`config.mk`:
```
export PLATFORM = sky130hd
export DESIGN_NAME = mips_exe_ram
export DESIGN_NICKNAME = d
export VERILOG_FILES = /design/src/rtl/core/mips_exe_ram.sv
export SDC_FILE = /design/constraint.sdc
export NUM_CORES = 1
export LEC_CHECK = 0
export BUFFER_PORTS_ARGS = -buffer_cell sky130_fd_sc_hd__buf_2
export CAP_MARGIN = 20
export CORE_UTILIZATION = 40
export CTS_BUF_LIST = sky130_fd_sc_hd__clkbuf_8
export DETAILED_ROUTE_END_ITERATION = 12
export GPL_ROUTABILITY_DRIVEN = 0
export GPL_TIMING_DRIVEN = 0
export PLACE_DENSITY_LB_ADDON = 0.1
export SETUP_SLACK_MARGIN = 0.02
export SLEW_MARGIN = 10
export SYNTH_ARGS = -nofsm -noshare
export SYNTH_HDL_FRONTEND = slang
export SYNTH_SLANG_ARGS = --single-unit
```
`constraint.sdc`:
```
create_clock -name clk_i -period 3.2 [get_ports clk_i]
set_input_delay 0.32 -clock clk_i [delete_from_list [all_inputs] [get_ports clk_i]]
set_output_delay 0.32 -clock clk_i [all_outputs]
set_load 0.05 [all_outputs]
```
`src/rtl/core/mips_exe_ram.sv`:
```
// ----------------------------------------------------------------------------
// mips_exe_ram
// generic single-port write, single-port read ram with registered read
// ----------------------------------------------------------------------------
`default_nettype none
module mips_exe_ram #(
  parameter int unsigned Width = 32,
  parameter int unsigned Depth = 32
) (
  input  wire logic                     clk_i,
  input  wire logic                     we_i,
  input  wire logic [$clog2(Depth)-1:0] waddr_i,
  input  wire logic [Width-1:0]         wdata_i,
  input  wire logic [$clog2(Depth)-1:0] raddr_i,
  output logic      [Width-1:0]         rdata_o
);
  logic [Width-1:0] mem_q [Depth];

  always_ff @(posedge clk_i) begin
    if (we_i) begin
      mem_q[waddr_i] <= wdata_i;
    end
    rdata_o <= mem_q[raddr_i];
  end
endmodule
`default_nettype wire

```
Word-level counts from Yosys, hierarchy flattened
Memories as Yosys holds them, arrays and structs flattened. A register that Yosys moved wholly into a read port is not among the register bits.
Cells that the tools add are included.
Widths: inputs -> output; s select.
- RAM bits: 1024
- input port bits: 44
- output and inout port bits: 32
- memories: 1
- bits in registers: 0
- memory list (memory ; depth ; width ; read ports ; clocked after Yosys merged registers in ; wr ports ; RTL line ; RTL):
    mem_q ; 32 ; 32 ; 1 ; 1 ; 1 ; 17 ; logic [Width-1:0] mem_q [Depth];
- muxes and demuxes: 2
- operators with widths (operator ; count):
    $mux 1 ; 2

Logic depth before layout (Yosys ltp)
Gate-level depths: netlist of run 1.
- depth in word-level cells: 2
- mapped depth: 8

Worst setup path after synthesis of run 1
Ideal clock, no wire load.
- path kind: input -> register
- from: input waddr_i[1]
- to: memory mem_q[12][0], enable pin
- cell stages on the path: 3
- arrival: 2.333 ns
- path slack: 0.446 ns
- cells stage by stage: or3b_2 -> clkbuf_1 -> nor2_1
- RTL lines (element ; RTL line ; RTL):
    start: declaration ; 12 ; input wire logic [$clog2(Depth)-1:0] waddr_i,
    end: declaration ; 17 ;
Straight into the memory's write port.

==> results.md, run 1 <==
* Deepest clock path buffer count at 3
* Post-synthesis mux area share at 0.127
* CP Data Arrival Time at roughly 2.8 ns
* Dpl hpwl at between 60,000 and 70,000 um
* Setup crit start kind: input port
* Part of the Yosys area used for sequential elements at 0.775
* Vias at roughly 21,000
* Die Y at between 300 and 400 um
* Critical path class: in -> reg
* CTS Root Cell: clkbuf_8
* #FFs+latches synth at ~1,100
* Nets at between 2,000 and 3,000
* CP endpoint kind: register
* Initial antenna violation count at 4
* Cells after Synth at 2,260
* Clock Sinks at between 1,000 and 1,500
* CP max stage delay at roughly 0.70 ns
* Die width at 320 um
* Total grt overflow at 0
* Max cap viols at 0
* Port bufs at 74
* Crit path max fanout at 10
* Max Slew Vio Count at 0
* Core footprint at between 0.1 and 0.15 sq mm
* Final wirelength at 105,000 um
* Slew headroom at 0.298
* Post-synthesis compound-gate area fraction at 0.0485
* Largest family of logic cells by synthesized area: multiplexers
* Period utilisation layout at 0.703
* Num CTS Buffers at around 170
* Fmax at ~440 MHz
* Clock skew at a little over 0.03 ns
* Setup total negative slack at 0 ns
* Crit-path cells: buf_2 > nor2_1 > buf_2 > clkbuf_1 > a22o_1 > nor3_1 > a31oi_1 > nand3_1
* Peak VDD IR at about 0.3 mV
* CP required at roughly 3.8 ns
* Xor/xnor share of the synthesized area at 0
* DRC at 0
* Vias in the first global route at 22,000
* Largest net degree at the start of global routing at 33
* Ys Warns at 0
* First drt pass iteration count at 6
* Total Routing Usage GR at 0.207
* Pwr Total at between 0.02 and 0.03 W
* Final hold slack at between 0.07 and 0.08 ns
* Worst slew pin tran at roughly 1.1 ns
* Final setup fails at 0
* Critical path's top delay family: buffers and inverters
* CP bufs+invs at 3
* Status: complete, no violations
* Final Critical Period at around 2.2 ns
* Hold crit path type: in -> reg
* Leak Pwr at roughly 17 nW
* Non-filler cells, final at ~4,000
* Reg clk slew, reported paths at approximately 0.070 ns
* Ports at between 70 and 80
* Area growth syn-to-layout at 15.9%
* Layout cell share with drive strength beyond 1 at 0.158
* Post-synth cell types at 25
* Unrepaired setup endpoints after global routing: no
* DR iter-0 viols at roughly 1,800
* Rows at 116
* Placed Cells incl. Taps at about 3,700
* Final Util at 0.468
* First-pass GRT wire length at ~150,000 um
* Adder-Cell Fraction of Synth Area at 0
* Starting density of the core at 0.404
* H-tree depth at 4
* Drt wl/cell at between 20 and 30 um
* Simple-gate share of the synthesized area at 0.0310
* Post-route ant nets at 0
* Via density at between 5 and 6
* Cell mode on critical path: buf_2
* Avg Cell Area, Syn at between 15 and 20 sq um
* Net Count, Synth at ~2,300
* CP max-delay cell: a31oi_1
* Clk Latency, worst-skew pair at 0.83 ns
* Synthesized cell area at slightly above 0.04 sq mm
* PwrDens at 594 mW/mm^2
* TritonCTS clock tree: built
* Die ar. at between 0.1 and 0.15 sq mm
* Final hold violations at 0
==> what timing repair did <==
action / in CTS / in global routing
endpoints found under the hold margin: 456 / 0
resized for setup: 0 / 0
hold buffers: 22 / 0
buffers inserted: 0 / 0
==> cells in the final DEF (no fill, tap or decap), types with 3 or more instances in the layout <==
cell           netlist  layout
clkinvlp_4           0       6
nor2_4               0      32
clkinv_2             0      11
or3b_2               3       3
buf_16               0      18
clkbuf_8             0     182
mux2i_1            512     512
nand3b_1             5       5
buf_2               26     100
buf_1                5       5
buf_12               0      16
clkbuf_1            46      46
inv_6                0       4
a22o_1              64      64
clkinv_1             0      41
edfxtp_1          1024    1024
buf_6               15      15
a21oi_1             96      96
nor3_1              32      32
nand2_1             98      98
diode_2              0       6
a31oi_1             32      32
inv_1                0      68
nand3_1             98      98
buf_4               33      33
dlygate4sd3_1        0      22
dfxtp_1             32      32
a22oi_1             96      96
==> final cells by class <==
cell class                      instances  area (sq um)
Antenna cell                            6          15.0
Buffer                                127           753
Clock buffer                          182          2500
Clock inverter                        134           627
Fill cell                            8585         53200
Multi-Input combinational cell       1077          8580
Sequential cell                      1056         31400
Tap cell                             1298          1620
Timing Repair Buffer                  130          1410
==> stage by stage <==
step           area (sq um)  worst slack, ns
5_1_grt               46900            0.847
6_report              46900            0.951
4_1_cts               46900             1.15
2_1_floorplan         40500            0.446
3_5_place_dp          43500            0.227
3_3_place_gp          42500            -1.50
==> state kept, by name, indices dropped and copies added (netlist names) <==
name / cells
mem_q: 1024
rdata_o: 32
==> cell families after synthesis <==
family          after synthesis
compound gates              288
buf+inv                     127
flops                      1056
mux                         512
simple gates                277
==> final timing paths <==
kind / startpoint / end / slack [ns] / cells after the start
min: wdata_i[1] / mem_q[19][1] / 0.08 / 1
min reg2reg: mem_q[10][23] / rdata_o[23] / 0.61 / 4
max reg2reg: mem_q[4][12] / rdata_o[12] / 1.18 / 5
max: raddr_i[1] / rdata_o[12] / 0.95 / 8
==> power breakdown <==
group	leakage, nW	internal [W]	switching [W]	total, W
sequential	9.49	0.0154	0.0000478	0.0154
clock	1.84	0.00542	0.00522	0.0106
combinational	5.23	0.000516	0.00127	0.00179
total	16.6	0.0213	0.00655	0.0279
==> synth_stat cells, drive strengths merged <==
library cell	number	area, sq um
a21oi	96	480
a22o	64	561
a22oi	96	721
a31oi	32	200
and2	1	6.26
and2b	1	7.51
buf	79	566
clkbuf	48	188
dfxtp	32	641
edfxtp	1024	30700
mux2i	512	5120
nand2	98	368
nand2b	2	12.5
nand3	98	490
nand3b	5	37.5
nor2	34	128
nor2b	1	6.26
nor3	32	160
or2	1	6.26
or3	1	6.26
or3b	3	26.3
==> layer usage <==
metal,up-vias,global-route usage,part of all wire
met5,-,0,0
met3,158,0.0416,0.050
met4,0,0.0603,0.020
li1,9649,-,-
met1,11000,0.271,0.44
met2,539,0.347,0.49
Note: power is estimated with default switching activity, not from simulation.
==> run 2, diff against run 1 <==
==> constraint.sdc (replaced) <==
create_clock -name clk_i -period 2.3 [get_ports clk_i]
set_input_delay 0.23 -clock clk_i [delete_from_list [all_inputs] [get_ports clk_i]]
set_output_delay 0.23 -clock clk_i [all_outputs]
set_load 0.05 [all_outputs]
==> run 2 against run 1 <==
Against the previous run: clock skew decreased by 0.0012 ns; sequential power increased by 40%; largest power group unchanged; clock-buffer cell count is 5 higher; largest cell class unchanged; hold slack gained 0.15 ns; non-clock buffer count increased by 11; core utilization up 0.16 points.
==> results.md, run 2 (same netlist as run 1, synthesis figures left out) <==
* CP endpoint kind: register
* TritonCTS clock tree: built
* Largest Register: mem_q
* Post-route ant nets at 0 (unchanged)
* Crit-path cells: buf_2 > nor2_1 > buf_2 > clkbuf_1 > a22o_1 > nor3_1 > a31oi_1 > nand3_1
* Largest register FFs at 1,024 (unchanged)
* Num CTS Buffers at 176 (+1.1%)
* Multi-input gate area at 0.00858 sq mm (unchanged)
* Worst setup path startpoint: raddr_i[1]
* Final Critical Period at ~2.1 ns
* Peak VDD IR at 0.402 mV (+33%)
* Critical path's top delay family: buffers and inverters
* CP max-delay cell: a31oi_1
* Cell Int Power at 0.0298 W (+40%)
* Fmax at around 470 MHz
* Via density at 5.32 (about the same)
* Clk Latency, worst-skew pair at 0.83 ns (about the same)
* Crit path max fanout at 10 (unchanged)
* Final hold violations at 0 (unchanged)
* Layout cell share with drive strength beyond 1 at 0.156 (-0.00132)
* R2r startpoint: mem_q[4][12]
* Final Util at 0.470 (+0.00161)
* Hold Path Origin: raddr_i[3]
* Setup ws final at 0.176 ns (-0.775 ns)
* CTS Hold Bufs at 32 (+45%)
* CTS Root Cell: clkbuf_8
* Placed Cells incl. Taps at 3,667 (+0.027%)
* Vias in the first global route at 22,200 (+0.68%)
* Leak Pwr at 16.6 nW (+0.39%)
* Final setup fails at 0 (unchanged)
* Port bufs at 74 (unchanged)
* Commonest non-fill, non-tap cell in the layout: edfxtp_1
* Final hold slack at 0.231 ns (+0.151 ns)
* Hold crit path type: in -> reg
* Seq pwr share at 0.552 (-0.002)
* Reg2Reg Depth at 5 (unchanged)
* CP required at 2.91 ns (-0.88 ns)
* Net Sw Frac at 0.234 (-0.00101)
* Ports at 76 (unchanged)
* Post-CTS sizing at 0 (unchanged)
* Hold depth at 5 (+4)
* Clk pwr share at 0.384 (+0.002)
* Setup crit start kind: input port
* Critical path class: in -> reg
* CP max stage delay at 0.69 ns (about the same)
* Fill count at 8,568 (-0.20%)
* Non-filler cells, final at 4,017 (+0.17%)
* First-pass GRT wire length at 152,000 um (+0.61%)
* Total grt overflow at 0 (unchanged)
* Unrepaired setup endpoints after global routing: no
* Vias at 21,400 (+0.094%)
* Clock Sinks at 1,056 (unchanged)
* Status: complete, no violations
* Slew headroom at 0.257 (-0.0416)
* Reg clk slew, reported paths at 0.06 ns (about the same)
* Dpl ws at -0.508 ns (-0.735 ns)
* Core footprint at 0.100 sq mm (unchanged)
* Die width at 320 um (unchanged)
* # Post-CTS Setup Buffers at 0 (unchanged)
* CP bufs+invs at 3 (unchanged)
* Cell mode on critical path: buf_2
* Nets at 2,623 (+0.50%)
* Final wirelength at 106,000 um (+0.17%)
* DR iter-0 viols at 1,510 (-15%)
* Drt wl/cell at 26.3 um (about the same)
* NetSw at 0.00911 W (+39%)
* Total Routing Usage GR at 0.208 (+0.00116)
* Starting density of the core at 0.404 (unchanged)
* Max cap viols at 0 (unchanged)
* Dpl hpwl at 68,900 um (-0.34%)
* Largest net degree at the start of global routing at 33 (unchanged)
* Initial antenna violation count at 2 (-2)
* H-tree depth at 4 (unchanged)
* Combinational Power Share at 0.065 (about the same)
* Area growth syn-to-layout at 16.2%
* Die Y at 320 um (unchanged)
* Worst path depth at 8 (unchanged)
* CP Data Arrival Time at 2.73 ns (-0.11 ns)
* Die ar. at 0.102 sq mm (unchanged)
* Reg area at 0.0314 sq mm (unchanged)
* DRC at 0 (unchanged)
* Rows at 116 (unchanged)
* Deepest clock path buffer count at 3 (unchanged)
* Most frequent cells in the layout: edfxtp_1, mux2i_1, clkbuf_8
* Setup total negative slack at 0 ns (unchanged)
* Max Slew Vio Count at 0 (unchanged)
* First drt pass iteration count at 5 (-1)
* Period utilisation layout at 0.923
* Worst slew pin tran at 1.11 ns (+0.0590 ns)
* Clock skew at 0.0290 ns (-0.00124 ns)
* Top flop regs: mem_q (1024), rdata_o (32)
* PwrDens at 827 mW/mm^2 (+39%)
## run 2: cell types whose count changed in the layout (fill, tap and decap cells not counted), moves of 2 or more
cell           before  now
buf_12             16   14
diode_2             6    3
buf_16             18   20
inv_6               4    1
clkbuf_8          182  187
clkinv_2           11    4
dlygate4sd3_1      22   32
## run 2: final timing paths
path	slack [ns]	to
setup / recovery	0.18	rdata_o[12]
hold / removal	0.23	rdata_o[31]
setup reg to reg	0.33	rdata_o[12]
hold reg to reg	0.62	rdata_o[4]
## run 2: stage by stage
step	cell area, sq um	total power (W)
after global placement	42500	0.0243
after detailed placement	43600	0.0244
after CTS	47100	0.0393
after global routing	47100	0.0403
after floorplan	40500	0.0232
final	47100	0.0389
## run 2: final cells by class
cell class | count | share of cell area
diodes | 3 | 0.000160
clock inverters | 128 | 0.0127
plain buffers | 127 | 0.0160
flip-flops and latches | 1056 | 0.667
clock buffers | 187 | 0.0547
multi-input cells | 1077 | 0.182
well taps | 1298 | 0.0345
repair buffers | 141 | 0.0326
## run 2: tightest hold or removal path, delay by kind of cell
kind | cells | cell delay (ns)
AND/OR/NAND/NOR | 3 | 0.52
AO/OA/AOI/OAI | 1 | 0.08
buffers and inverters | 1 | 0.14
## run 2: power groups by stage
stage | Clock [W] | Combinational [W] | Sequential (W)
final | 0.0149 | 0.00251 | 0.0215
after global placement | 0 | 0.00241 | 0.0219
after floorplan | 0 | 0.00111 | 0.0221
after global routing | 0.0162 | 0.00268 | 0.0215
after CTS | 0.0153 | 0.00255 | 0.0215
after detailed placement | 0 | 0.00250 | 0.0219
## run 2: per-layer routing
layer / global-route usage / vias to the layer above / routed length, um
met2: 0.351 / 595 / 52300
met4: 0.0605 / 0 / 2100
met1: 0.270 / 11000 / 45100
met3: 0.0434 / 148 / 6030
met5: 0 / - / 0
li1: - / 9654 / -
