===== config.mk =====
export PLATFORM = sky130hd
export DESIGN_NAME = mips_exe_div
export DESIGN_NICKNAME = d
export VERILOG_FILES = /design/src/rtl/core/mips_exe_pkg.sv /design/src/rtl/core/mips_exe_div.sv
export SDC_FILE = /design/constraint.sdc
export NUM_CORES = 1
export LEC_CHECK = 0
export BUFFER_PORTS_ARGS = -buffer_cell sky130_fd_sc_hd__buf_2
export CAP_MARGIN = 30
export CORE_UTILIZATION = 55
export CTS_CLUSTER_DIAMETER = 80
export CTS_CLUSTER_SIZE = 24
export DETAILED_ROUTE_END_ITERATION = 6
export PLACE_DENSITY = 0.91
export SLEW_MARGIN = 5
export SYNTH_ARGS = -nofsm -noshare
export SYNTH_HDL_FRONTEND = slang
export SYNTH_SLANG_ARGS = --single-unit

===== constraint.sdc =====
create_clock -name clk_i -period 3.1 [get_ports clk_i]
set_input_delay 0 -clock clk_i [delete_from_list [all_inputs] [get_ports clk_i]]
set_output_delay 0 -clock clk_i [all_outputs]
set_load 0.05 [all_outputs]

===== src/rtl/core/mips_exe_pkg.sv =====
// ----------------------------------------------------------------------------
// mips_exe_pkg
// shared types and constants of the execute unit
// ----------------------------------------------------------------------------
`default_nettype none
package mips_exe_pkg;
  localparam int unsigned NumRegs = 32;
  localparam int unsigned RegW    = 32;

  localparam logic [1:0] KindR = 2'd0;
  localparam logic [1:0] KindJ = 2'd1;
  localparam logic [1:0] KindI = 2'd2;

  localparam logic [1:0] StOk    = 2'd0;
  localparam logic [1:0] StOvf   = 2'd1;
  localparam logic [1:0] StDivZ  = 2'd2;
  localparam logic [1:0] StUnsup = 2'd3;

  localparam logic [5:0] FnSll  = 6'h00;
  localparam logic [5:0] FnSrl  = 6'h02;
  localparam logic [5:0] FnJr   = 6'h08;
  localparam logic [5:0] FnMfhi = 6'h10;
  localparam logic [5:0] FnMflo = 6'h12;
  localparam logic [5:0] FnMult = 6'h18;
  localparam logic [5:0] FnDiv  = 6'h1A;
  localparam logic [5:0] FnAdd  = 6'h20;
  localparam logic [5:0] FnSub  = 6'h22;
  localparam logic [5:0] FnAnd  = 6'h24;
  localparam logic [5:0] FnOr   = 6'h25;
  localparam logic [5:0] FnXor  = 6'h26;
  localparam logic [5:0] FnSlt  = 6'h2A;

  localparam logic [5:0] OpJ     = 6'h02;
  localparam logic [5:0] OpJal   = 6'h03;
  localparam logic [5:0] OpBeq   = 6'h04;
  localparam logic [5:0] OpBne   = 6'h05;
  localparam logic [5:0] OpBlez  = 6'h06;
  localparam logic [5:0] OpBgtz  = 6'h07;
  localparam logic [5:0] OpAddi  = 6'h08;
  localparam logic [5:0] OpAddiu = 6'h09;
  localparam logic [5:0] OpLui   = 6'h0F;

  typedef struct packed {
    logic [31:0] instr_word;
    logic [1:0]  kind;
  } in_item_t;

  typedef struct packed {
    logic [31:0] next_pc;
    logic        reg_written;
    logic [4:0]  dest_index;
    logic [31:0] dest_value;
    logic [1:0]  status;
  } out_item_t;

  // divider handshake
  typedef struct packed {
    logic        start;
    logic [31:0] dividend;
    logic [31:0] divisor;
  } div_req_t;

  typedef struct packed {
    logic        done;
    logic [31:0] quot;
    logic [31:0] rem;
  } div_rsp_t;
endpackage
`default_nettype wire


===== src/rtl/core/mips_exe_div.sv =====
// ----------------------------------------------------------------------------
// mips_exe_div
// unsigned restoring divider, one quotient bit per cycle
// ----------------------------------------------------------------------------
`default_nettype none
module mips_exe_div (
  input  wire logic                   clk_i,
  input  wire logic                   rst_ni,
  input  wire mips_exe_pkg::div_req_t req_i,
  output mips_exe_pkg::div_rsp_t      rsp_o
);
  import mips_exe_pkg::*;

  logic [31:0] quot_q, quot_d;
  logic [32:0] rem_q, rem_d;
  logic [31:0] dvs_q, dvs_d;
  logic [5:0]  cnt_q, cnt_d;
  logic        busy_q, busy_d, done_q, done_d;
  logic [32:0] trial;

  always_comb begin
    quot_d = quot_q;
    rem_d  = rem_q;
    dvs_d  = dvs_q;
    cnt_d  = cnt_q;
    busy_d = busy_q;
    done_d = 1'b0;
    trial  = {rem_q[31:0], quot_q[31]} - {1'b0, dvs_q};
    if (req_i.start) begin
      quot_d = req_i.dividend;
      rem_d  = '0;
      dvs_d  = req_i.divisor;
      cnt_d  = 6'd0;
      busy_d = 1'b1;
    end else if (busy_q) begin
      // shift in one dividend bit and try a subtract
      if (!trial[32]) begin
        rem_d = trial;
        quot_d = {quot_q[30:0], 1'b1};
      end else begin
        rem_d = {rem_q[31:0], quot_q[31]};
        quot_d = {quot_q[30:0], 1'b0};
      end
      cnt_d = cnt_q + 6'd1;
      if (cnt_q == 6'd31) begin
        busy_d = 1'b0;
        done_d = 1'b1;
      end
    end
  end

  always_ff @(posedge clk_i or negedge rst_ni) begin
    if (!rst_ni) begin
      busy_q <= 1'b0;
      done_q <= 1'b0;
      cnt_q  <= '0;
    end else begin
      busy_q <= busy_d;
      done_q <= done_d;
      cnt_q  <= cnt_d;
    end
  end

  always_ff @(posedge clk_i) begin
    quot_q <= quot_d;
    rem_q  <= rem_d;
    dvs_q  <= dvs_d;
  end

  assign rsp_o.done = done_q;
  assign rsp_o.quot = quot_q;
  assign rsp_o.rem  = rem_q[31:0];
endmodule
`default_nettype wire


# ---- Word level (Yosys, flattened, before mapping)
# Index checks and enable logic that the tools add are counted.
dict set report totals {
  register_bits 104
  out_inout_bits 65
  elab_cells 22
}
dict set report classes {
  addsub 2
  n_eq_ne 1
  mux 12
  n_reduce_logical 1
}
# cell n
set ops {}
lappend ops {{two-way mux 32 bit} 3}
lappend ops {{subtractor 33 x 32 -> 33 bit} 1}
lappend ops {{two-way mux 6 bit} 2}
lappend ops {{two-way mux 1 bit} 7}
lappend ops {{adder 6 x 1 -> 6 bit, second input constant} 1}
lappend ops {{equality test 6 x 5 -> 1 bit, second input constant} 1}
lappend ops {{nonzero test 2 bit} 1}

# ---- Logic depth before layout (Yosys ltp)
# Gate-level depths: netlist of run 1.
dict set report depth {
  depth_word 4
  depth_mapped 13
  mapped_depth_nobuf 12
}

# ---- Least setup slack after synthesis of run 1
# No wires, ideal clock.
dict set report synth_timing {
  path_type {reg-to-reg}
  start {reg quot_q[31]}
  end {reg rem_q[29]}
  arrival_time_ps 3122
  t_required_ps 3039
  slack_ps -83
  path_stages_with_launch 13
  cell_sequence {edfxtp_1 inv_1 ha_1 fa_1 nand2b_1 a21oi_1 o2111ai_2 a21oi_2 mux2i_2 nor2_4 or3_1 mux2_2 nand2_1}
}
dict set report synth_via {
  elab_chain_cells 2
}
# item line
set synth_rtl {}
lappend synth_rtl {{from (decl)} mips_exe_div.sv:14} ;# logic [31:0] quot_q, quot_d;
lappend synth_rtl {{from (signal assigned)} mips_exe_div.sv:65} ;# quot_q <= quot_d;
lappend synth_rtl {{subtractor 33 x 32 -> 33 bit} mips_exe_div.sv:28} ;# trial = {rem_q[31:0], quot_q[31]} - {1'b0, dvs_q};
lappend synth_rtl {{two-way mux 32 bit} mips_exe_div.sv:37} ;# if (!trial[32]) begin
lappend synth_rtl {{to (signal assigned)} mips_exe_div.sv:66} ;# rem_q <= rem_d;
lappend synth_rtl {{to (decl)} mips_exe_div.sv:15} ;# logic [32:0] rem_q, rem_d;
# Every way passes these cells.
# A chain may end at the register's enable or synchronous reset.

# ---- Worst setup path after layout of run 1
dict set report layout_timing {
  start {reg quot_q[31]}
  end {reg rem_q[14]}
}
# The elaborated chain is that of the path after synthesis.

==> PnR_summary.wiki, run 1 <==
{| class="wikitable"
! Metric !! Value
|-
| Library cell contributing the largest single delay on the critical path || edfxtp_1
|-
| Combinational power share || 45.7%
|-
| Lkg Pwr || 0.00353 uW
|-
| Inst Count DP || 823
|-
| Slew of the pin with the lowest slew margin || 0.815 ns
|-
| Clock transition at the registers of the reported paths || 0.11 ns
|-
| Number of vias in the routed layout || 5313
|-
| Cell chain of the critical path || inv_1 -> ha_2 -> fa_2 -> nand2b_4 -> a21oi_4 -> o2111ai_2 -> a21oi_2 -> mux2i_4 -> nor2_4 -> buf_12 -> buf_4 -> nor2_1 -> a21oi_1 -> a211oi_1
|-
| Yosys reg bits || 104
|-
| Achievable Freq || 332 MHz
|-
| Pwr/cell area || 631 nW/um^2
|-
| Proportion of layout cells with a drive suffix above 1 || 28.3%
|-
| Worst supply voltage drop on vdd || 594 uV
|-
| CTS H-Tree Depth || 3
|-
| Sequential share of the synthesized area || 47.0%
|-
| Overall track demand over capacity in global routing || 30.5%
|-
| Data arrival time of the worst path || 3.31 ns
|-
| Clk network pwr share || 17.7%
|-
| Buffer cell driving the clock tree root || clkbuf_8
|-
| Critical Path Fanout Max || 11
|-
| Outcome || complete, no violations
|-
| NetSw || 2020 uW
|-
| Leading cell type in the layout, fill and taps excluded || buf_2
|-
| Average size of a mapped cell || 10.4 um^2
|-
| Final-report max-slew violation count || 0
|-
| Synth area leader || edfxtp_1
|-
| Wire length of the first global-routing pass || 26100 um
|-
| Number of synthesized flops with an enable pin || 64
|-
| Cell internal pwr || 2830 uW
|-
| Max-cap viol count || 0
|-
| Number of antenna violations at the first check in global routing || 1
|-
| Startpoint type of the worst setup path || register
|-
| I/O pin total || 132
|-
| Core box area || 10300 um^2
|-
| Cell types with the largest area share after synthesis || edfxtp_1 33%, dfxtp_1 11%, ha_1 7.0%
|-
| Ys async rst share || 7.69%
|-
| Switching part of the total || 41.7%
|-
| Drt total wl || 16500 um
|-
| Final nets || 870
|-
| Number of DRC markers after the initial detailed-route iteration || 327
|-
| Sum Neg Setup Slack || 0 ns
|-
| Category of the worst setup path capture point || register
|-
| Worst min-delay path class || in2reg
|-
| Clock buffer count from CTS || 9
|-
| Number of buffers on the longest clock path || 2
|-
| Standard-cell row count || 37
|-
| Width of the chip || 105 um
|-
| Slew Limit Headroom || 45.5%
|-
| Min Tclk post-route || 3.01 ns
|-
| FF-to-FF setup slack || 0.09 ns
|-
| Die Y-Extent || 105 um
|-
| Commonest non-fill, non-tap cells in the layout || 130 x buf_2, 66 x dlygate4sd3_1, 64 x edfxtp_1
|-
| Number of global-route vias before repair || 5263
|-
| Estimated wirelength of the detail-placed design || 10200 um
|-
| DIE AREA || 11100 um^2
|-
| Count of placed standard cells in the final layout, fillers left out || 911
|-
| Clock latency on the worst-skew pair || 0.40 ns
|-
| Gr ovfl total || 0
|-
| Cell class contributing the biggest share of worst-path delay || compound AO/OA/AOI/OAI gates
|-
| Average via count per standard cell || 5.83
|-
| # DRC || 0
|-
| Unrepaired setup endpoints after global routing || false
|-
| IO Port Bufs || 131
|-
| Final setup skew || 0.0150 ns
|-
| Number of search-and-repair iterations in the first detailed-routing pass || 4
|-
| Cell count after synthesis || 565
|-
| Synthesized Nets || 666
|-
| Area share of the leading cell type in the synthesized netlist || 32.7%
|-
| Starting density of the core || 57.0%
|-
| Slowest cell delay on critical path || 0.40 ns
|-
| Number of buffer and inverter instances along the worst setup path || 3
|-
| Average wire per standard cell || 18.1 um
|-
| Maximum number of pins on one net before global-route repair || 58
|-
| Most used DFF post-synth || edfxtp_1
|-
| Global placement routability congestion || 0.983
|-
| Mapped Area || 5880 um^2
|-
| Kind of critical path || reg2reg
|-
| Final antenna-violating net count || 0
|-
| Final setup violating endpoints || 0
|-
| Final period utilization || 97.1%
|-
| CTS sink cnt || 104
|-
| Relative area change from synthesis to final layout || 30.7%
|-
| Synth warnings || 0
|-
| Count of endpoints failing hold in the final timing report || 0
|-
| Sequential share of power || 36.6%
|-
| Count of unique library cells instantiated by Yosys || 60
|-
| CTS tree || done
|-
| Critical path data required time || 3.40 ns
|}
## cell families (layout without fill, tap and decap cells)
kind of cell	after synthesis	count (layout)	synth area share, %
compound gates	161	161	18.1
other cells	0	1	0
flops	104	104	47.0
fa+ha+maj	34	34	7.36
xor+xnor	31	31	4.62
buf+inv	66	274	4.70
simple gates	126	127	10.2
mux	43	43	8.06
## final timing paths
path                                   startpoint                     end  cells past startpoint
setup / recovery             quot_q[31]$_DFFE_PP_  rem_q[14]$_SDFFE_PP0P_                     14
hold / removal                          req_i[64]    cnt_q[2]$_DFFE_PN0P_                      2
setup reg to reg             quot_q[31]$_DFFE_PP_  rem_q[14]$_SDFFE_PP0P_                     14
hold reg to reg            rem_q[23]$_SDFFE_PP0P_  rem_q[23]$_SDFFE_PP0P_                      2
max in group asynchronous                  rst_ni    cnt_q[5]$_DFFE_PN0P_                      3
min in group asynchronous                  rst_ni        done_q$_DFF_PN0_                      3
## repair_timing
| item | 4_1_cts | 5_1_grt |
|---|---|---|
| setup endpoints to repair | 10 | 8 |
| cloned | 1 | 0 |
| resized for setup | 1 | 8 |
| hold endpoints to repair | 72 | 0 |
| buffers inserted | 0 | 4 |
| hold buffers | 66 | 0 |
| pin swaps | 1 | 8 |
## state kept, by name, indices dropped and copies added, names as in the netlist
name    cells
rem_q      32
dvs_q      32
quot_q     32
busy_q      1
cnt_q       6
done_q      1
## area by class of cell
type                            count  area [um^2]
Antenna cell                        1         2.50
Clock buffer                       10          138
Clock inverter                      6         62.6
Fill cell                         666         2640
Inverter                           41          154
Multi-Input combinational cell    396         2910
Sequential cell                   104         2760
Tap cell                          136          170
Timing Repair Buffer              217         1480
## per-stage QoR
stage | utilization [%] | setup WS [ns] | cell area, um^2 | hold slack, ns | power (uW)
2_1_floorplan | - | 0.0417 | 5900 | -0.296 | 3300
3_3_place_gp | 65.2 | 0.126 | 6730 | -0.155 | 3650
3_5_place_dp | 65.2 | 0.00281 | 6730 | -0.149 | 3730
4_1_cts | 73.7 | 0.0172 | 7600 | 0.119 | 4670
5_1_grt | 74.4 | 0.00220 | 7680 | 0.172 | 5070
6_report | 74.4 | 0.0908 | 7680 | 0.161 | 4850
## cells in the mapped netlist, types with 13 or more instances
library cell and count:
a21o_1 13, dfxtp_1 32, mux2_2 32, nand2_1 31
o21ai_0 30, nor2_1 50, edfxtp_1 64, a211oi_1 18
clkbuf_1 15, ha_1 33, xor2_1 16, xnor2_1 15
inv_1 41, a21oi_1 43
## power by group through the flow
stage / clock (uW) / sequential (uW) / combinational, uW
global placement: 0 / 1780 / 1870
global route: 915 / 1790 / 2360
CTS: 867 / 1770 / 2030
finish: 857 / 1780 / 2220
detailed placement: 0 / 1790 / 1930
floorplan: 0 / 2170 / 1140
## per-layer routing
| layer | GRT usage (%) | up-vias | wire [um] |
|---|---|---|---|
| li1 | - | 2486 | - |
| met1 | 34.7 | 2500 | 6360 |
| met2 | 53.0 | 270 | 8260 |
| met3 | 7.48 | 57 | 1180 |
| met4 | 15.4 | 0 | 676 |
| met5 | 0 | - | 0 |
No activity file was read; power rests on OpenSTA's default activity.
==> inputs of run 2 (changes only) <==
CELL_PAD_IN_SITES_DETAIL_PLACEMENT = 1   (was default)
CELL_PAD_IN_SITES_GLOBAL_PLACEMENT = 1   (was default)
CORE_UTILIZATION = 45   (was 55)
PLACE_DENSITY = 0.95   (was 0.91)
clock period = 3.65 ns   (was 3.1 ns; I/O delays follow)
==> PnR_summary.wiki, run 2 (same netlist as run 1, synthesis figures left out) <==
{| class="wikitable"
! Metric !! Value
|-
| Global placement routability congestion || 0.851 (was 0.983)
|-
| Final nets || 855 (was 870)
|-
| Library cell contributing the largest single delay on the critical path || nor2_4 (was edfxtp_1)
|-
| Data arrival time of the worst path || 3.63 ns (was 3.31 ns)
|-
| Final antenna-violating net count || 0 (unchanged)
|-
| Amount of wire on met3 after detailed routing || 1210 um (was 1180 um)
|-
| Clock transition at the registers of the reported paths || 0.09 ns (was 0.11 ns)
|-
| Max-cap viol count || 0 (unchanged)
|-
| Reg-to-reg startpoint || quot_q[31]$_DFFE_PP_ (unchanged)
|-
| Cell internal pwr || 2640 uW (was 2830 uW)
|-
| Pwr/cell area || 576 nW/um^2 (was 631 nW/um^2)
|-
| Buffer cell driving the clock tree root || clkbuf_16 (was clkbuf_8)
|-
| Overall track demand over capacity in global routing || 30.9% (was 30.5%)
|-
| Core box area || 12700 um^2 (was 10300 um^2)
|-
| Number of vias in the routed layout || 5296 (was 5313)
|-
| Width of the chip || 116 um (was 105 um)
|-
| Design area || 7670 um^2 (was 7680 um^2)
|-
| Cell area reported after detailed placement || 6680 um^2 (was 6730 um^2)
|-
| Critical Path Fanout Max || 19 (was 11)
|-
| Reg2reg path depth || 13 (was 14)
|-
| IO Port Bufs || 131 (unchanged)
|-
| Final period utilization || 93.6% (was 97.1%)
|-
| Starting density of the core || 46.4% (was 57.0%)
|-
| Number of search-and-repair iterations in the first detailed-routing pass || 4 (unchanged)
|-
| Outcome || complete, no violations (unchanged)
|-
| Slew of the pin with the lowest slew margin || 1.03 ns (was 0.815 ns)
|-
| Achievable Freq || 293 MHz (was 332 MHz)
|-
| # DRC || 0 (unchanged)
|-
| Critical path startpoint || quot_q[31]$_DFFE_PP_ (unchanged)
|-
| Average via count per standard cell || 5.68 (was 5.83)
|-
| Hold Worst Slack || 0.0342 ns (was 0.161 ns)
|-
| Drt total wl || 20300 um (was 16500 um)
|-
| Startpoint type of the worst setup path || register (unchanged)
|-
| Kind of critical path || reg2reg (unchanged)
|-
| Die Y-Extent || 116 um (was 105 um)
|-
| Category of the worst setup path capture point || register (unchanged)
|-
| Worst supply voltage drop on vdd || 393 uV (was 594 uV)
|-
| Biggest registers after layout || dvs_q x32, quot_q x32, rem_q x32 (unchanged)
|-
| Number of DRC markers after the initial detailed-route iteration || 328 (was 327)
|-
| Leading cell type in the layout, fill and taps excluded || buf_2 (unchanged)
|-
| Clock latency on the worst-skew pair || 0.38 ns (was 0.40 ns)
|-
| Unrepaired setup endpoints after global routing || false (unchanged)
|-
| CTS sink cnt || 104 (unchanged)
|-
| Met2 layer wire length in the routed design || 10400 um (was 8260 um)
|-
| Cell chain of the critical path || inv_1 -> ha_1 -> fa_1 -> nand2b_1 -> a21oi_1 -> o2111ai_2 -> a21oi_2 -> mux2i_2 -> nor2_4 -> buf_4 -> nor2_1 -> a21oi_1 -> a211oi_1 (was inv_1 -> ha_2 -> fa_2 -> nand2b_4 -> a21oi_4 -> o2111ai_2 -> a21oi_2 -> mux2i_4 -> nor2_4 -> buf_12 -> buf_4 -> nor2_1 -> a21oi_1 -> a211oi_1)
|-
| NetSw || 1780 uW (was 2020 uW)
|-
| Critical path data required time || 3.87 ns (was 3.40 ns)
|-
| Final core utilization || 60.5% (was 74.4%)
|-
| Slowest cell delay on critical path || 0.47 ns (was 0.40 ns)
|-
| Post-CTS setup buffer count || 0 (unchanged)
|-
| DIE AREA || 13500 um^2 (was 11100 um^2)
|-
| Relative area change from synthesis to final layout || 30.4% (was 30.7%)
|-
| Clock buffer count from CTS || 9 (unchanged)
|-
| Clk network pwr share || 25.5% (was 17.7%)
|-
| Sum Neg Setup Slack || 0 ns (unchanged)
|-
| Number of antenna violations at the first check in global routing || 1 (unchanged)
|-
| Number of global-route vias before repair || 5751 (was 5263)
|-
| Dominant cell type by count on the critical path || a21oi_1
|-
| Count of placed standard cells in the final layout, fillers left out || 932 (was 911)
|-
| Final-report max-slew violation count || 0 (unchanged)
|-
| Min Tclk post-route || 3.41 ns (was 3.01 ns)
|-
| Proportion of layout cells with a drive suffix above 1 || 25.8% (was 28.3%)
|-
| Average wire per standard cell || 21.8 um (was 18.1 um)
|-
| Final setup violating endpoints || 0 (unchanged)
|-
| Count of cells resized by post-cts repair || 0 (was 1)
|-
| I/O pin total || 132 (unchanged)
|-
| DR top layer || met4 (unchanged)
|-
| Total routed wire length on the met1 layer || 7470 um (was 6360 um)
|-
| Inst Count DP || 850 (was 823)
|-
| Number of buffers on the longest clock path || 2 (unchanged)
|-
| Sequential share of power || 34.3% (was 36.6%)
|-
| Final setup skew || 0.0217 ns (was 0.0150 ns)
|-
| Gr ovfl total || 0 (unchanged)
|-
| Commonest non-fill, non-tap cells in the layout || 130 x buf_2, 65 x dlygate4sd3_1, 64 x edfxtp_1 (was 130 x buf_2, 66 x dlygate4sd3_1, 64 x edfxtp_1)
|-
| Combinational power share || 40.2% (was 45.7%)
|-
| Switching part of the total || 40.3% (was 41.7%)
|-
| Total of hold buffers inserted after clock tree synthesis || 64 (was 66)
|-
| Standard-cell row count || 41 (was 37)
|-
| Estimated wirelength of the detail-placed design || 12000 um (was 10200 um)
|-
| CTS tree || done (unchanged)
|-
| CTS H-Tree Depth || 3 (unchanged)
|-
| Count of endpoints failing hold in the final timing report || 0 (unchanged)
|-
| Maximum number of pins on one net before global-route repair || 56 (was 58)
|-
| Lkg Pwr || 0.00351 uW (was 0.00353 uW)
|-
| Worst min-delay path class || in2async (was in2reg)
|-
| Slew Limit Headroom || 31.1% (was 45.5%)
|-
| Wire length of the first global-routing pass || 30700 um (was 26100 um)
|}
run 2: cell types whose count changed in the layout (fill, tap and decap cells not counted), moves of 2 or more:
| cell | previous run | this run |
|---|---|---|
| ha_1 | 31 | 33 |
| clkinv_4 | 3 | 1 |
| clkbuf_16 | 0 | 9 |
| ha_2 | 2 | 0 |
| clkbuf_8 | 10 | 1 |
| buf_4 | 20 | 8 |
| bufinv_16 | 0 | 2 |
run 2: critical path, delay by kind of cell, from the launching register on:
| family | cells | cell delay (ns) |
|---|---|---|
| AOI/OAI and AO/OA | 5 | 1.01 |
| adders and majority gates | 2 | 0.62 |
| buffers and inverters | 2 | 0.37 |
| DFF | 1 | 0.38 |
| muxes | 1 | 0.12 |
| and+or+nand+nor | 3 | 0.73 |
run 2: final cells by class:
cell class | count | area [um^2]
Tap cell | 172 | 215
Fill cell | 1436 | 5000
Antenna cell | 1 | 2.50
Sequential cell | 104 | 2760
Timing Repair Buffer | 203 | 1360
Multi-Input combinational cell | 395 | 2840
Inverter | 41 | 154
Clock inverter | 5 | 88.8
Clock buffer | 11 | 243
run 2: metrics by stage:
stage	total power [uW]	worst slack, ns
2_1_floorplan	2790	0.467
3_3_place_gp	3080	0.514
3_5_place_dp	3180	0.307
4_1_cts	4340	0.245
5_1_grt	4600	0.0419
6_report	4410	0.235
run 2: path summary, 6_finish.rpt:
| path | to | slack, ns |
|---|---|---|
| min in group clk_i | dvs_q[25]$_DFFE_PP_ | 0.20 |
| max in group asynchronous | done_q$_DFF_PN0_ | 3.40 |
| max | rem_q[3]$_SDFFE_PP0P_ | 0.24 |
| min | cnt_q[4]$_DFFE_PN0P_ | 0.03 |
| min reg2reg | rem_q[30]$_SDFFE_PP0P_ | 0.50 |
| max reg2reg | rem_q[3]$_SDFFE_PP0P_ | 0.24 |
run 2: power by group through the flow:
stage | Combinational [uW] | Sequential [uW] | Clock [uW]
2_1_floorplan | 952 | 1840 | 0
4_1_cts | 1720 | 1500 | 1120
3_3_place_gp | 1570 | 1510 | 0
3_5_place_dp | 1650 | 1520 | 0
5_1_grt | 1900 | 1530 | 1170
6_report | 1780 | 1510 | 1120
run 2: layer usage:
layer  GRT usage (%)  vias up
met5               0        -
met4            18.5        0
met3            7.52       66
met2            55.2      210
met1            33.1     2576
li1                -     2444
==> inputs of run 3 (changes only) <==
CORE_UTILIZATION = 38   (was 45)
PLACE_DENSITY = 0.87   (was 0.95)
clock period = 3 ns   (was 3.65 ns; I/O delays follow)
==> PnR_summary.wiki, run 3 (same netlist as run 1, synthesis figures left out) <==
{| class="wikitable"
! Metric !! Value
|-
| Hold_sp || req_i[64]
|-
| Drt total wl || 17700 um (was 20300 um)
|-
| DR top layer || met4 (unchanged)
|-
| Amount of wire on met3 after detailed routing || 1060 um (was 1210 um)
|-
| Outcome || complete, no violations (unchanged)
|-
| I/O pin total || 132 (unchanged)
|-
| Number of vias in the routed layout || 5155 (was 5296)
|-
| Biggest registers after layout || dvs_q x32, quot_q x32, rem_q x32 (unchanged)
|-
| Proportion of layout cells with a drive suffix above 1 || 28.3% (was 25.8%)
|-
| Maximum number of pins on one net before global-route repair || 52 (was 56)
|-
| Width of the chip || 126 um (was 116 um)
|-
| Estimated wirelength of the detail-placed design || 12200 um (was 12000 um)
|-
| Slowest cell delay on critical path || 0.39 ns (was 0.47 ns)
|-
| Critical path data required time || 3.30 ns (was 3.87 ns)
|-
| Ant diodes || 0 (was 1)
|-
| Lkg Pwr || 0.00356 uW (was 0.00351 uW)
|-
| Final-report max-slew violation count || 0 (unchanged)
|-
| Met2 layer wire length in the routed design || 9170 um (was 10400 um)
|-
| Data arrival time of the worst path || 3.19 ns (was 3.63 ns)
|-
| Number of buffer and inverter instances along the worst setup path || 0 (was 2)
|-
| Reg2reg path depth || 10 (was 13)
|-
| Core box area || 15100 um^2 (was 12700 um^2)
|-
| Slew Limit Headroom || 55.4% (was 31.1%)
|-
| Clock latency on the worst-skew pair || 0.36 ns (was 0.38 ns)
|-
| Startpoint type of the worst setup path || register (unchanged)
|-
| CTS H-Tree Depth || 3 (unchanged)
|-
| IO Port Bufs || 131 (unchanged)
|-
| Overall track demand over capacity in global routing || 22.4% (was 30.9%)
|-
| Hold Path Stages || 1
|-
| DIE AREA || 16000 um^2 (was 13500 um^2)
|-
| Sum Neg Setup Slack || 0 ns (unchanged)
|-
| Kind of critical path || reg2reg (unchanged)
|-
| Category of the worst setup path capture point || register (unchanged)
|-
| Slew of the pin with the lowest slew margin || 0.669 ns (was 1.03 ns)
|-
| Relative area change from synthesis to final layout || 32.9% (was 30.4%)
|-
| Die Y-Extent || 126 um (was 116 um)
|-
| Leading cell type in the layout, fill and taps excluded || buf_2 (unchanged)
|-
| Final core utilization || 51.6% (was 60.5%)
|-
| Critical Path Fanout Max || 6 (was 19)
|-
| Unrepaired setup endpoints after global routing || false (unchanged)
|-
| Average wire per standard cell || 18.4 um (was 21.8 um)
|-
| Cell class contributing the biggest share of worst-path delay || simple AND/OR/NAND/NOR gates (was compound AO/OA/AOI/OAI gates)
|-
| Clock transition at the registers of the reported paths || 0.08 ns (was 0.09 ns)
|-
| Library cell contributing the largest single delay on the critical path || ha_1 (was nor2_4)
|-
| Final period utilization || 96.2% (was 93.6%)
|-
| Starting density of the core || 38.8% (was 46.4%)
|-
| Number of DRC markers after the initial detailed-route iteration || 247 (was 328)
|-
| Wire length of the first global-routing pass || 27900 um (was 30700 um)
|-
| Number of search-and-repair iterations in the first detailed-routing pass || 4 (unchanged)
|-
| Commonest non-fill, non-tap cells in the layout || 130 x buf_2, 67 x dlygate4sd3_1, 64 x edfxtp_1 (was 130 x buf_2, 65 x dlygate4sd3_1, 64 x edfxtp_1)
|-
| Min Tclk post-route || 2.88 ns (was 3.41 ns)
|-
| Standard-cell row count || 45 (was 41)
|-
| Gr ovfl total || 0 (unchanged)
|-
| Cell count along the critical path || 10 (was 13)
|-
| Worst supply voltage drop on vdd || 345 uV (was 393 uV)
|-
| Average via count per standard cell || 5.38 (was 5.68)
|-
| Buffer cell driving the clock tree root || clkbuf_16 (unchanged)
|-
| Clock buffer count from CTS || 9 (unchanged)
|-
| Global placement routability congestion || 0.869 (was 0.851)
|-
| Final setup skew || 0.00736 ns (was 0.0217 ns)
|-
| Total routed wire length on the met1 layer || 7120 um (was 7470 um)
|-
| Final setup violating endpoints || 0 (unchanged)
|-
| CTS sink cnt || 104 (unchanged)
|-
| Final antenna-violating net count || 0 (unchanged)
|-
| Number of buffers on the longest clock path || 2 (unchanged)
|-
| Worst min-delay path class || in2reg (was in2async)
|-
| # DRC || 0 (unchanged)
|-
| Achievable Freq || 347 MHz (was 293 MHz)
|-
| CTS tree || done (unchanged)
|-
| Number of global-route vias before repair || 5540 (was 5751)
|-
| Final nets || 867 (was 855)
|-
| Max-cap viol count || 0 (unchanged)
|-
| Pwr/cell area || 670 nW/um^2 (was 576 nW/um^2)
|-
| Number of antenna violations at the first check in global routing || 0 (was 1)
|-
| Reg-to-reg startpoint || rem_q[28]$_SDFFE_PP0P_ (was quot_q[31]$_DFFE_PP_)
|-
| Cell chain of the critical path || ha_1 -> a21o_1 -> a21oi_2 -> nor3b_1 -> o221ai_1 -> mux2i_2 -> nor2_4 -> or3_1 -> mux2_2 -> nand2_1 (was inv_1 -> ha_1 -> fa_1 -> nand2b_1 -> a21oi_1 -> o2111ai_2 -> a21oi_2 -> mux2i_2 -> nor2_4 -> buf_4 -> nor2_1 -> a21oi_1 -> a211oi_1)
|-
| Critical path startpoint || rem_q[28]$_SDFFE_PP0P_ (was quot_q[31]$_DFFE_PP_)
|-
| Count of endpoints failing hold in the final timing report || 0 (unchanged)
|}
-- run 3: cell types whose count changed in the layout (fill, tap and decap cells not counted), sizes merged --
cell         previous run  this run
bufinv                  2         0
clkbuf                 11        10
inv                    43        46
dlygate4sd3            65        67
diode                   1         0
buf                   138       148
-- run 3: worst paths after layout --
check,end,slack [ns]
min in group asynchronous,cnt_q[4]$_DFFE_PN0P_,0.54
max in group asynchronous,cnt_q[2]$_DFFE_PN0P_,1.65
max reg2reg,rem_q[29]$_SDFFE_PP0P_,0.12
min reg2reg,rem_q[31]$_SDFFE_PP0P_,0.48
min,dvs_q[20]$_DFFE_PP_,0.20
max,rem_q[29]$_SDFFE_PP0P_,0.12
-- run 3: repair_timing --
| action | 4_1_cts | 5_1_grt |
|---|---|---|
| endpoints found under the hold margin | 72 | 0 |
| hold buffers | 67 | 0 |
| setup buffers | 0 | 3 |
| resized for setup | 0 | 11 |
| endpoints found under the setup margin | 0 | 19 |
-- run 3: metrics by stage --
stage          total power (uW)  cells  hold WS (ns)  instance area (um^2)  setup slack [ns]
6_report                   5230    959         0.200                  7820             0.115
5_1_grt                    5500    959         0.231                  7820           0.00686
3_5_place_dp               3950    873        -0.144                  6790            0.0538
3_3_place_gp               3850    873        -0.152                  6790             0.209
4_1_cts                    5210    956         0.206                  7750            0.0219
2_1_floorplan              3420    565        -0.296                  5900           0.00107
-- run 3: cell type report --
class,count,area [um^2]
well taps,188,235
flip-flops and latches,104,2760
fillers,1675,7330
repair buffers,215,1470
clock inverters,6,57.6
clock buffers,10,229
multi-input cells,395,2910
inverters,41,154
-- run 3: per-layer routing --
metal / GRT usage, % / up-vias
met2: 41.0 / 158
met3: 6.50 / 22
met1: 24.7 / 2506
met4: 7.94 / 0
met5: 0 / -
li1: - / 2469
-- run 3: report_power, final --
group	internal (uW)	total (uW)	switching (uW)
clock	587	1180	589
sequential	1700	1830	129
combinational	841	2230	1390
total	3130	5230	2110
